[src/rtl/core/swrbv_pkg.sv]
// shared constants and types of the stack with remove by value
// no dependencies; imported by the controller, the top level and the checker
`default_nettype none

package swrbv_pkg;

  localparam int DEPTH     = 64;
  localparam int ADDR_W    = 6;
  localparam int CNT_W     = 7;
  localparam int DATA_W    = 32;
  localparam int MDEPTH_W  = 6;
  localparam int STATUS_W  = 2;
  localparam int OUT_TDATA_W = 16;

  // result status codes
  localparam logic [STATUS_W-1:0] ST_OK        = 2'd0;
  localparam logic [STATUS_W-1:0] ST_FULL      = 2'd1;
  localparam logic [STATUS_W-1:0] ST_EMPTY     = 2'd2;
  localparam logic [STATUS_W-1:0] ST_NOT_FOUND = 2'd3;

  // operation codes
  localparam logic FUNC_PUSH   = 1'b0;
  localparam logic FUNC_REMOVE = 1'b1;

  // memory access from the sequencer
  typedef struct packed {
    logic              we;
    logic [ADDR_W-1:0] waddr;
    logic [DATA_W-1:0] wdata;
    logic [ADDR_W-1:0] raddr;
  } mem_req_t;

endpackage

`default_nettype wire

[src/rtl/core/swrbv_ram.sv]
// generic single-write, single-read synchronous ram with registered read data
// no dependencies
`default_nettype none

module swrbv_ram #(
  parameter int DATA_W = 32,
  parameter int ADDR_W = 6
) (
  input  wire logic              clk,
  input  wire logic              we,
  input  wire logic [ADDR_W-1:0] waddr,
  input  wire logic [DATA_W-1:0] wdata,
  input  wire logic [ADDR_W-1:0] raddr,
  output logic      [DATA_W-1:0] rdata
);

  logic [DATA_W-1:0] mem [2**ADDR_W];

  // write port
  always_ff @(posedge clk) begin
    if (we) begin
      mem[waddr] <= wdata;
    end
  end

  // read port, registered read data
  always_ff @(posedge clk) begin
    rdata <= mem[raddr];
  end

endmodule

`default_nettype wire

[src/rtl/core/swrbv_ctrl.sv]
// sequencer: entry count, push, top-down scan and gap-closing shift
// depends on swrbv_pkg; drives the stack ram through mem_req_t
`default_nettype none

module swrbv_ctrl
  import swrbv_pkg::*;
(
  input  wire logic                clk,
  input  wire logic                rst,
  input  wire logic                s_tvalid,
  output logic                     s_tready,
  input  wire logic                s_func,
  input  wire logic [DATA_W-1:0]   s_value,
  input  wire logic [CNT_W-1:0]    capacity,
  input  wire logic                out_free,
  output logic                     res_load,
  output logic [STATUS_W-1:0]      res_status,
  output logic [CNT_W-1:0]         res_count,
  output logic [MDEPTH_W-1:0]      res_depth,
  output mem_req_t                 mem_req,
  input  wire logic [DATA_W-1:0]   rd_data
);

  localparam logic [1:0] S_IDLE   = 2'd0;
  localparam logic [1:0] S_SCAN   = 2'd1;
  localparam logic [1:0] S_SHIFT  = 2'd2;
  localparam logic [1:0] S_FINISH = 2'd3;

  logic [1:0]          state;
  logic [CNT_W-1:0]    count;
  logic [DATA_W-1:0]   key;
  logic [ADDR_W-1:0]   ptr;
  logic [ADDR_W-1:0]   wptr;
  logic [ADDR_W-1:0]   rptr;
  logic                primed;
  logic [STATUS_W-1:0] status_r;
  logic [MDEPTH_W-1:0] depth_r;

  logic             accept;
  logic             is_full;
  logic             push_ok;
  logic             hit;
  logic [CNT_W-1:0] cnt_m1;
  logic [CNT_W-1:0] cnt_p1;
  logic [CNT_W-1:0] match_above;

  // request decode
  assign s_tready    = (state == S_IDLE) && out_free;
  assign accept      = s_tvalid && s_tready;
  assign is_full     = (count >= capacity) || (count >= CNT_W'(DEPTH));
  assign push_ok     = accept && (s_func == FUNC_PUSH) && !is_full;
  assign hit         = (rd_data == key);
  assign cnt_m1      = count - CNT_W'(1);
  assign cnt_p1      = count + CNT_W'(1);
  assign match_above = cnt_m1 - {1'b0, ptr};

  // memory requests; in the shift the write trails the read by two entries
  always_comb begin
    mem_req.we    = push_ok || ((state == S_SHIFT) && primed);
    mem_req.waddr = (state == S_SHIFT) ? wptr : count[ADDR_W-1:0];
    mem_req.wdata = (state == S_SHIFT) ? rd_data : s_value;
    unique case (state)
      S_IDLE:  mem_req.raddr = cnt_m1[ADDR_W-1:0];
      S_SCAN:  mem_req.raddr = ptr - ADDR_W'(1);
      S_SHIFT: mem_req.raddr = rptr;
      default: mem_req.raddr = ptr;
    endcase
  end

  // result to the output register
  always_comb begin
    res_load = (accept && ((s_func == FUNC_PUSH) || (count == '0)))
            || ((state == S_FINISH) && out_free);
    if (state == S_FINISH) begin
      res_status = status_r;
      res_count  = count;
      res_depth  = depth_r;
    end else if (s_func == FUNC_PUSH) begin
      res_status = is_full ? ST_FULL : ST_OK;
      res_count  = is_full ? count : cnt_p1;
      res_depth  = '0;
    end else begin
      res_status = ST_EMPTY;
      res_count  = count;
      res_depth  = '0;
    end
  end

  // control state
  always_ff @(posedge clk) begin
    if (rst) begin
      state  <= S_IDLE;
      count  <= '0;
      primed <= 1'b0;
    end else begin
      unique case (state)
        S_IDLE: begin
          if (push_ok) begin
            count <= cnt_p1;
          end else if (accept && (s_func == FUNC_REMOVE) && (count != '0)) begin
            state <= S_SCAN;
          end
        end
        S_SCAN: begin
          if (hit) begin
            if ({1'b0, ptr} == cnt_m1) begin
              count <= cnt_m1;
              state <= S_FINISH;
            end else begin
              primed <= 1'b0;
              state  <= S_SHIFT;
            end
          end else if (ptr == '0) begin
            state <= S_FINISH;
          end
        end
        S_SHIFT: begin
          primed <= 1'b1;
          if (primed && (({1'b0, wptr} + CNT_W'(2)) == count)) begin
            count  <= cnt_m1;
            primed <= 1'b0;
            state  <= S_FINISH;
          end
        end
        default: begin
          if (out_free) begin
            state <= S_IDLE;
          end
        end
      endcase
    end
  end

  // scan and shift pointers, search key, pending result
  always_ff @(posedge clk) begin
    unique case (state)
      S_IDLE: begin
        key <= s_value;
        ptr <= cnt_m1[ADDR_W-1:0];
      end
      S_SCAN: begin
        if (hit) begin
          status_r <= ST_OK;
          depth_r  <= match_above[MDEPTH_W-1:0];
          wptr     <= ptr;
          rptr     <= ptr + ADDR_W'(1);
        end else begin
          status_r <= ST_NOT_FOUND;
          depth_r  <= '0;
          ptr      <= ptr - ADDR_W'(1);
        end
      end
      S_SHIFT: begin
        rptr <= rptr + ADDR_W'(1);
        if (primed) begin
          wptr <= wptr + ADDR_W'(1);
        end
      end
      default: begin
      end
    endcase
  end

endmodule

`default_nettype wire

[src/rtl/core/stack_with_remove_by_value.sv]
// Bounded stack of signed 32-bit words with push and remove-by-value.
// Request items enter on the s_ stream: s_tdata carries the word, s_tuser
// the operation (push or remove the topmost equal entry). Each request gives
// exactly one result item on the m_ stream: m_tuser is the status (ok, full,
// empty, not found), m_tdata the entry count and the match depth.
// The capacity register is written through cfg_valid/cfg_data, always ready;
// write it only while no request is in flight. Values above 64 act as 64.
// A push, or a remove on an empty stack, gives its result in the cycle
// after the item is accepted. A remove scans the ram from the top down, one
// entry a cycle, then moves the entries above the match down one a cycle.
// The single read port of the ram is why both steps go one entry at a time.
// A finished result waits in the output register; while it is stalled by
// m_tready no new request is accepted.
// Reset empties the stack and sets the capacity to 64; the ram is not cleared.
// depends on swrbv_pkg, swrbv_ctrl and swrbv_ram
`default_nettype none

module stack_with_remove_by_value
  import swrbv_pkg::*;
(
  input  wire logic                   clk,
  input  wire logic                   rst,
  // request: [31:0] value
  input  wire logic                   s_tvalid,
  output logic                        s_tready,
  input  wire logic [DATA_W-1:0]      s_tdata,
  // request: [0] func
  input  wire logic                   s_tuser,
  // result: [6:0] entry_count, [12:7] match_depth, zeros above
  output logic                        m_tvalid,
  input  wire logic                   m_tready,
  output logic [OUT_TDATA_W-1:0]      m_tdata,
  // result: [1:0] status
  output logic [STATUS_W-1:0]         m_tuser,
  // capacity register write
  input  wire logic                   cfg_valid,
  output logic                        cfg_ready,
  input  wire logic [CNT_W-1:0]       cfg_data
);

  logic [CNT_W-1:0]    capacity;
  logic                out_free;
  logic                res_load;
  logic [STATUS_W-1:0] res_status;
  logic [CNT_W-1:0]    res_count;
  logic [MDEPTH_W-1:0] res_depth;
  mem_req_t            mem_req;
  logic [DATA_W-1:0]   rd_data;

  // capacity register
  assign cfg_ready = 1'b1;
  always_ff @(posedge clk) begin
    if (rst) begin
      capacity <= CNT_W'(DEPTH);
    end else if (cfg_valid && cfg_ready) begin
      capacity <= cfg_data;
    end
  end

  // output register
  assign out_free = !m_tvalid || m_tready;
  always_ff @(posedge clk) begin
    if (rst) begin
      m_tvalid <= 1'b0;
    end else if (res_load) begin
      m_tvalid <= 1'b1;
    end else if (m_tready) begin
      m_tvalid <= 1'b0;
    end
  end

  always_ff @(posedge clk) begin
    if (res_load) begin
      m_tuser <= res_status;
      m_tdata <= {(OUT_TDATA_W - CNT_W - MDEPTH_W)'(0), res_depth, res_count};
    end
  end

  swrbv_ctrl u_ctrl (
    .clk        (clk),
    .rst        (rst),
    .s_tvalid   (s_tvalid),
    .s_tready   (s_tready),
    .s_func     (s_tuser),
    .s_value    (s_tdata),
    .capacity   (capacity),
    .out_free   (out_free),
    .res_load   (res_load),
    .res_status (res_status),
    .res_count  (res_count),
    .res_depth  (res_depth),
    .mem_req    (mem_req),
    .rd_data    (rd_data)
  );

  swrbv_ram #(
    .DATA_W (DATA_W),
    .ADDR_W (ADDR_W)
  ) u_ram (
    .clk   (clk),
    .we    (mem_req.we),
    .waddr (mem_req.waddr),
    .wdata (mem_req.wdata),
    .raddr (mem_req.raddr),
    .rdata (rd_data)
  );

endmodule

`default_nettype wire

[config.mk]
export PLATFORM = sky130hd
export DESIGN_NAME = stack_with_remove_by_value
export DESIGN_NICKNAME = d
export VERILOG_FILES = /design/src/rtl/core/swrbv_pkg.sv /design/src/rtl/core/swrbv_ram.sv /design/src/rtl/core/swrbv_ctrl.sv /design/src/rtl/core/stack_with_remove_by_value.sv
export SDC_FILE = /design/constraint.sdc
export NUM_CORES = 2
export LEC_CHECK = 0
export BUFFER_PORTS_ARGS = -buffer_cell sky130_fd_sc_hd__buf_4
export CAP_MARGIN = 20
export CORE_MARGIN = 3
export CORE_UTILIZATION = 35
export CTS_CLUSTER_SIZE = 24
export DETAILED_ROUTE_END_ITERATION = 10
export PLACE_DENSITY = 0.53
export SLEW_MARGIN = 20
export SYNTH_ARGS = -nofsm -noshare
export SYNTH_HDL_FRONTEND = slang
export SYNTH_SLANG_ARGS = --single-unit
export TNS_END_PERCENT = 30
[constraint.sdc]
create_clock -name clk -period 4.9 [get_ports clk]
set_input_delay 0.245 -clock clk [delete_from_list [all_inputs] [get_ports clk]]
set_output_delay 0.245 -clock clk [all_outputs]
set_load 0.03 [all_outputs]
After elaboration in Yosys (flattened, before gate mapping)
Memory sizes are Yosys's and may differ from the RTL's. A register that Yosys moved wholly into a read port is not among the register bits.
Index checks and enable logic that the tools add are counted.
Word-level totals
  flip-flop bits (word level): 91
  latch bits: 0
  memory bits (writable): 2048
  ROM bits: 0
  bits of input ports: 45
  output and inout port bits: 21
  logic and storage cells: 112
  memories kept: 1
Memory list
  u_ram.mem: depth 64, width 32, rd ports 1, clocked after memory_dff 1, wr ports 1, RTL line swrbv_ram.sv:17  | logic [DATA_W-1:0] mem [2**ADDR_W];
Operators by class
  add/subtract/negate cells: 8
  $mul: 0
  div/mod/pow operators: 0
  order comparisons: 2
  eq/ne operators: 16
  shifts and indexed selects: 0
  mux-type cells: 38
  bitwise logic cells: 1
  reduce and logical (&&, ||, !) cells: 32
Operators by type and width (number)
  7-bit 2-to-1 mux: 7
  6-bit case mux with 2 select lines: 3
  32-bit == test: 1
  32-bit 2-to-1 mux: 1
  6-bit 2-to-1 mux: 5
  7-bit case mux with 3 select lines: 1
  6-bit by 1-bit adder with 6-bit output (second input constant): 3
  2-bit 2-to-1 mux: 9
  6-bit case mux with 3 select lines: 1
  1-bit logical AND: 10
  2-bit inequality test (second input constant): 5
  5-bit AND reduction: 2
  1-bit 2-to-1 mux: 9
  2-bit by 1-bit inequality test with 1-bit output (second input constant): 4
  6-bit by 2-bit adder with 7-bit output (second input constant): 1
  7-bit by 1-bit adder with 7-bit output (second input constant): 1
  6-bit by 7-bit == test with 1-bit output: 1
  7-bit == test: 1
  7-bit >= comparator: 1
  7-bit >= comparator (second input constant): 1
  7-bit logical NOT: 1
  7-bit nonzero test: 1
  7-bit by 1-bit subtractor with 7-bit output (second input constant): 1
  6-bit logical NOT: 1
  other kinds (16): 26

Depth between registers and ports, before layout
  depth after elaboration: 9
  mapped depth: 14
  depth with buffers taken out: 11

Cells and area by module
A second synthesis with hierarchy kept.
Unflattened totals
  cell total of the unflattened synthesis: 3817
  area, all modules: 83941.8 um^2
Modules (own cells, without submodules)
  swrbv_ram: instances 1, cells each 3324, area each 78515.3 um^2, seq. area each 62139.6 um^2
  swrbv_ctrl: instances 1, cells each 445, area each 4647.0 um^2, seq. area each 1911.8 um^2
  stack_with_remove_by_value: instances 1, cells each 48, area each 779.5 um^2, seq. area each 610.6 um^2

Worst setup path after synthesis
OpenSTA, ideal clock, no wires.
  path kind: register to register
  from: register u_ctrl.state[0]
  to: memory u_ram.mem[55][0] (enable)
  library setup time: 0.421 ns
  arrival time: 4.248 ns
  path slack: 0.231 ns
  stages on the path, launching flop included: 10
  cells stage by stage: dfxtp_1 inv_1 ha_1 buf_2 inv_1 nor4_1 a21oi_1 o32ai_1 nand2_1 nor2_1
Between the ends
  word-level cells in the longest chain between the ends: 8
  elaborated cells on any way between the ends: 11
  classes of those cells: eq/ne (1); mux (3); reduce/logical (7)
Ends and longest elaborated chain
  from (decl): RTL line swrbv_ctrl.sv:29  | logic [1:0] state;
  from (signal assigned): RTL line swrbv_ctrl.sv:92  | state <= S_IDLE;
  from (signal assigned): RTL line swrbv_ctrl.sv:101  | state <= S_SCAN;
  from (signal assigned): RTL line swrbv_ctrl.sv:108  | state <= S_FINISH;
  2-bit logical NOT: RTL line swrbv_ctrl.sv:48  | assign s_tready = (state == S_IDLE) && out_free;
  1-bit logical AND: RTL line swrbv_ctrl.sv:48
  1-bit logical AND: RTL line swrbv_ctrl.sv:49  | assign accept = s_tvalid && s_tready;
  1-bit logical AND (2 in a row): RTL line swrbv_ctrl.sv:51  | assign push_ok = accept && (s_func == FUNC_PUSH) && !is_full;
  1-bit logical OR: RTL line swrbv_ctrl.sv:59  | mem_req.we = push_ok || ((state == S_SHIFT) && primed);
  1-bit 2-to-1 mux: RTL line swrbv_ram.sv:21  | if (we) begin
  1-bit 2-to-1 mux (implied by the code): RTL line swrbv_ram.sv:22  | mem[waddr] <= wdata;
  to (decl): RTL line swrbv_ram.sv:17
Parallel ways exist; a longest one is shown, timed or not.

Worst setup path in the final report
  from: register u_ctrl.state[1]
  to: register u_ram.rdata[1], read port of u_ram.mem
Between the ends
  word-level cells in the longest chain between the ends: 2
  elaborated cells on any way between the ends: 4
  classes of those cells: eq/ne (2); mux (1); reduce/logical (1)
Ends and longest elaborated chain
  2-bit == test (tied with other cells): RTL line swrbv_ctrl.sv:62  | unique case (state)
  6-bit case mux with 3 select lines (*): RTL line swrbv_ctrl.sv:62
  to (decl): RTL line swrbv_ram.sv:14  | output logic [DATA_W-1:0] rdata
Mark *: on every way between the ends. The rest lies on a longest branch, timed or not.
A chain may end at the register's enable or synchronous reset.

==> Flow_metrics.wiki <==
{| class="wikitable"
! Metric !! Value
|-
| Run status || finished, final reports clean
|-
| Setup Skew || around 0.034 ns
|-
| Reg2reg end || u_ram.rdata[1]
|-
| Crit start category || flip-flop
|-
| Area share of the largest cell type after synthesis || 0.739
|-
| Headroom to the max-slew limit || 0.237
|-
| Number of I/O pins || 66
|-
| Fraction of registers with async set or reset after synthesis || 0
|-
| Die height || 502 um
|-
| Period utilization || 0.863
|-
| Clock Sinks || approximately 2,200
|-
| R2r worst-path depth || 11
|-
| Worst r2r src || u_ctrl.state[1]
|-
| Total count of hold-check failures in the final report || 0
|-
| Unrepaired setup endpoints after global routing || no
|-
| Average cell area after synthesis || between 15 and 20 um2
|-
| Maximum number of pins on one net before global-route repair || 110
|-
| Yosys cell types || 76
|-
| Total half-perimeter wirelength after legalization and detailed placement || around 140 mm
|-
| MaxCap Viol Count || 0
|-
| Accumulated negative setup slack || 0 ns
|-
| First-pass detailed-route iteration total || 6
|-
| P per Cell Area || roughly 730 nW/um2
|-
| Gate Count Post-Synth || 5,611
|-
| Starting density of the core || 0.353
|-
| Switching power total || approximately 31 mW
|-
| Netlist area before placement || about 86,000 um2
|-
| Part of the Yosys area used for sequential elements || 0.750
|-
| Initial antenna violation count || 6
|-
| Clock latency of the later-clocked register in the worst-skew pair || ~0.85 ns
|-
| Simple-gate portion of the synthesized area || 0.0527
|-
| Number of H-tree branching levels || 4
|-
| Combinational family with the most area after synthesis || compound AO/OA/AOI/OAI gates
|-
| Syn-to-layout area delta || 16.3%
|-
| Worst Path Class, Setup || reg2reg
|-
| Data required time at the worst endpoint || ~5.6 ns
|-
| Maximum count of clock buffers along a single path || 3
|-
| Post-layout min period || around 4.2 ns
|-
| Gpl congestion || about 0.85
|-
| Wire length of the first global-routing pass || ~350 mm
|-
| Number of global-route vias before repair || ~50,000
|-
| Gate family responsible for the most delay along the worst path || compound AO/OA/AOI/OAI gates
|-
| Largest driver fanout on the critical path || 42
|-
| Critical Path Sink Type || flip-flop
|-
| Number of clock buffers inserted by TritonCTS || approximately 220
|-
| Average wire per standard cell || around 27 um
|-
| Peak clock frequency supported by timing || around 240 MHz
|-
| Setup slack on the worst flop-to-flop path || 0.67 ns
|-
| Slowest-stage cell, CP || a31o_4
|-
| Internal Dissipation || ~42 mW
|-
| # setup viols final || 0
|-
| Setup Slack @ Placement || about 0.78 ns
|-
| Endpoint arrival time on the critical path || slightly below 5 ns
|-
| Comb pwr share || 0.485
|-
| Slew @ Worst Pin || approximately 1.1 ns
|-
| Total grt overflow || 0
|-
| Detailed-route vias per instance || roughly 5.6
|-
| Proportion of layout cells with a drive suffix above 1 || 0.124
|-
| Global-route usage over all layers || 0.189
|-
| Hold Path Sink || u_ctrl.key[5]
|-
| Compound-Gate Fraction of Synth Area || 0.106
|-
| Synth area leader || edfxtp_1
|-
| Worst vdd ir || ~0.00074 V
|-
| Core Box Area || approximately 240,000 um2
|-
| Adder-cell share of the synthesized area || 0.00372
|-
| Post-synth EDFFs || about 2,100
|-
| Max stage delay on crit path || approximately 0.91 ns
|-
| FF+latch count, synth || ~2,200
|-
| Slew Viols, Final || 0
|-
| Routed Antenna Nets || 0
|-
| Total number of vias || just over 50,000
|-
| Leakage || 31.6 nW
|-
| Final net count || 5,871
|-
| Sequential group share of total power || 0.299
|-
| CTS clk-pin slew, worst paths || roughly 0.060 ns
|-
| Worst Min Path Start || s_tdata[5]
|-
| Width of the chip || 502 um
|-
| Hold Path Cell Cnt || 2
|-
| Die area || roughly 250,000 um2
|-
| Crit-path cells || inv_1, ha_1, nand2b_1, a31o_4, buf_12, buf_4, mux2i_1, a221oi_1, o211ai_1, and4_1, nand4_1
|-
| Number of DRC markers after the initial detailed-route iteration || 5,451
|-
| Number of buffers added on ports || around 60
|-
| Detailed-route wire length || between 200 and 250 mm
|-
| Setup WS post-layout || 0.670 ns
|-
| Worst Path Buf+Inv || 3
|-
| Clock tree root buffer cell || clkbuf_16
|-
| Synthesis Warnings || 0
|-
| Commonest register cell after synthesis || edfxtp_1
|-
| Class of the most critical hold timing path || in2reg
|-
| Cell Rows || between 150 and 200
|-
| Post-detailed-route DRC marker count || 0
|-
| Largest cells by area after synthesis || edfxtp_1 74%, mux2i_1 5.4%, a221oi_1 4.6%, nand2_1 3.3%, a21oi_1 3.1%
|-
| Total power draw || between 70 and 80 mW
|-
| TritonCTS clock tree || built
|-
| Clk pwr share || 0.216
|-
| Switching share of power || 0.426
|-
| Xor and xnor fraction of the mapped netlist area || 0.00697
|-
| Post-synthesis mux area share || 0.0581
|}
## cells in the final DEF, fill, tap and decap left out, types with 30 or more instances in the layout
cell              n
nand3_1          72
clkinv_2         35
a21oi_1         529
dfxtp_1          50
nand4_1          41
o21ai_0          61
buf_12          115
clkbuf_1         57
clkinv_1         54
mux2i_1         461
xor2_1           42
and4_1           34
buf_4           215
a31oi_1          68
nor2_1           30
nand2_1         751
inv_1            33
nor2_4           64
o22a_1           32
a221oi_1        449
o211ai_1        129
dlygate4sd3_1    58
edfxtp_1       2120
clkbuf_16       220
## cell families (layout without fill, tap and decap cells)
| logic type | after synthesis | after routing |
|---|---|---|
| flops | 2170 | 2170 |
| compound gates | 1340 | 1340 |
| xor+xnor | 67 | 67 |
| buf+inv | 454 | 824 |
| fa+ha+maj | 25 | 25 |
| other cells | 2 | 7 |
| simple gates | 1057 | 1057 |
| mux | 496 | 496 |
## registers in the layout (all words and copies together) (netlist names)
name,cells
m_tdata,13
u_ram.rdata,32
u_ctrl.primed,1
u_ctrl.depth_r,6
u_ctrl.ptr,6
u_ctrl.count,7
u_ctrl.key,32
u_ctrl.status_r,1
u_ram.mem,2048
u_ctrl.state,2
u_ctrl.rptr,6
m_tvalid,1
capacity,7
m_tuser,2
u_ctrl.wptr,6
## what timing repair did
item / in CTS / in global routing
hold endpoints to repair: 67 / 0
buffers inserted: 0 / 0
resized for setup: 0 / 0
endpoints found under the setup margin: 0 / 0
hold buffers: 58 / 0
## synthesized netlist by cell type, types with 3 or more instances
cell / number
o32ai_1: 6
xnor2_1: 24
xor2_1: 42
ha_1: 24
o21ai_0: 61
nor3_1: 5
dfxtp_1: 50
mux2_2: 35
o22a_1: 32
a21oi_1: 529
a21boi_0: 4
a221oi_1: 449
a21o_1: 6
or3_1: 5
o21a_1: 3
inv_1: 33
nor2_1: 94
buf_4: 16
a32oi_1: 3
mux2i_1: 461
and3_1: 5
buf_1: 60
o211ai_1: 129
o31ai_1: 4
nor2b_1: 7
and2_1: 9
edfxtp_1: 2120
nand2b_1: 9
nand2_1: 751
nand4_1: 41
nor4_1: 9
o21ai_1: 21
clkbuf_1: 238
and4_1: 34
buf_2: 104
nand3_1: 72
a31oi_1: 68
## worst max-delay path by stage
stage	depth (start not counted)	startpoint	endpoint
after floorplan	9	u_ctrl.state[0]	u_ram.mem[55][0]
after global placement	11	u_ctrl.state[1]	u_ram.rdata[11]
after detailed placement	11	u_ctrl.state[0]	u_ram.rdata[11]
after CTS	11	u_ctrl.state[1]	u_ram.rdata[1]
after global routing	11	u_ctrl.state[1]	u_ram.rdata[1]
final	11	u_ctrl.state[1]	u_ram.rdata[1]
## power groups by stage
stage | clock network (mW) | registers [mW] | logic (mW)
detailed placement | 0 | 22.3 | 35.3
finish | 15.8 | 22.0 | 35.6
CTS | 16.2 | 22.0 | 35.5
floorplan | 0 | 22.2 | 21.3
global placement | 0 | 22.3 | 35.1
global route | 16.9 | 22.0 | 38.1
## per-layer routing
| layer | part of all wire | track usage | up-vias |
|---|---|---|---|
| met5 | 0 | 0 | - |
| met4 | 0.022 | 0.0462 | 0 |
| met3 | 0.067 | 0.0319 | 308 |
| met2 | 0.47 | 0.302 | 1755 |
| met1 | 0.44 | 0.268 | 26535 |
| li1 | - | - | 22554 |
## layout make-up
type	count	area [um2]
antenna	3	7.51
clock buffer	285	5830
clock inverter	117	888
fill	22099	144000
inverter	34	128
multi-input combinational	2989	20200
sequential	2170	64700
tap	3202	4010
timing repair buffer	388	4500
## worst reg2reg max path, stage by stage, from the launching register on
cell,delay (ns)
dfxtp_1,0.42
inv_1,0.09
ha_1,0.40
nand2b_1,0.25
a31o_4,0.91
buf_12,0.38
buf_4,0.28
mux2i_1,0.21
a221oi_1,0.10
o211ai_1,0.53
and4_1,0.40
nand4_1,0.10
## through the flow
| stage | instances | util | cell area [um2] | hold slack [ns] |
|---|---|---|---|---|
| after floorplan | 5613 | - | 86200 | 0.344 |
| after global placement | 8725 | 0.381 | 92900 | 0.435 |
| after detailed placement | 8725 | 0.381 | 92900 | 0.436 |
| after CTS | 9185 | 0.410 | 100000 | 0.0856 |
| after global routing | 9185 | 0.410 | 100000 | 0.105 |
| final | 9188 | 0.411 | 100000 | 0.148 |
No activity file was read; power rests on OpenSTA's default activity.
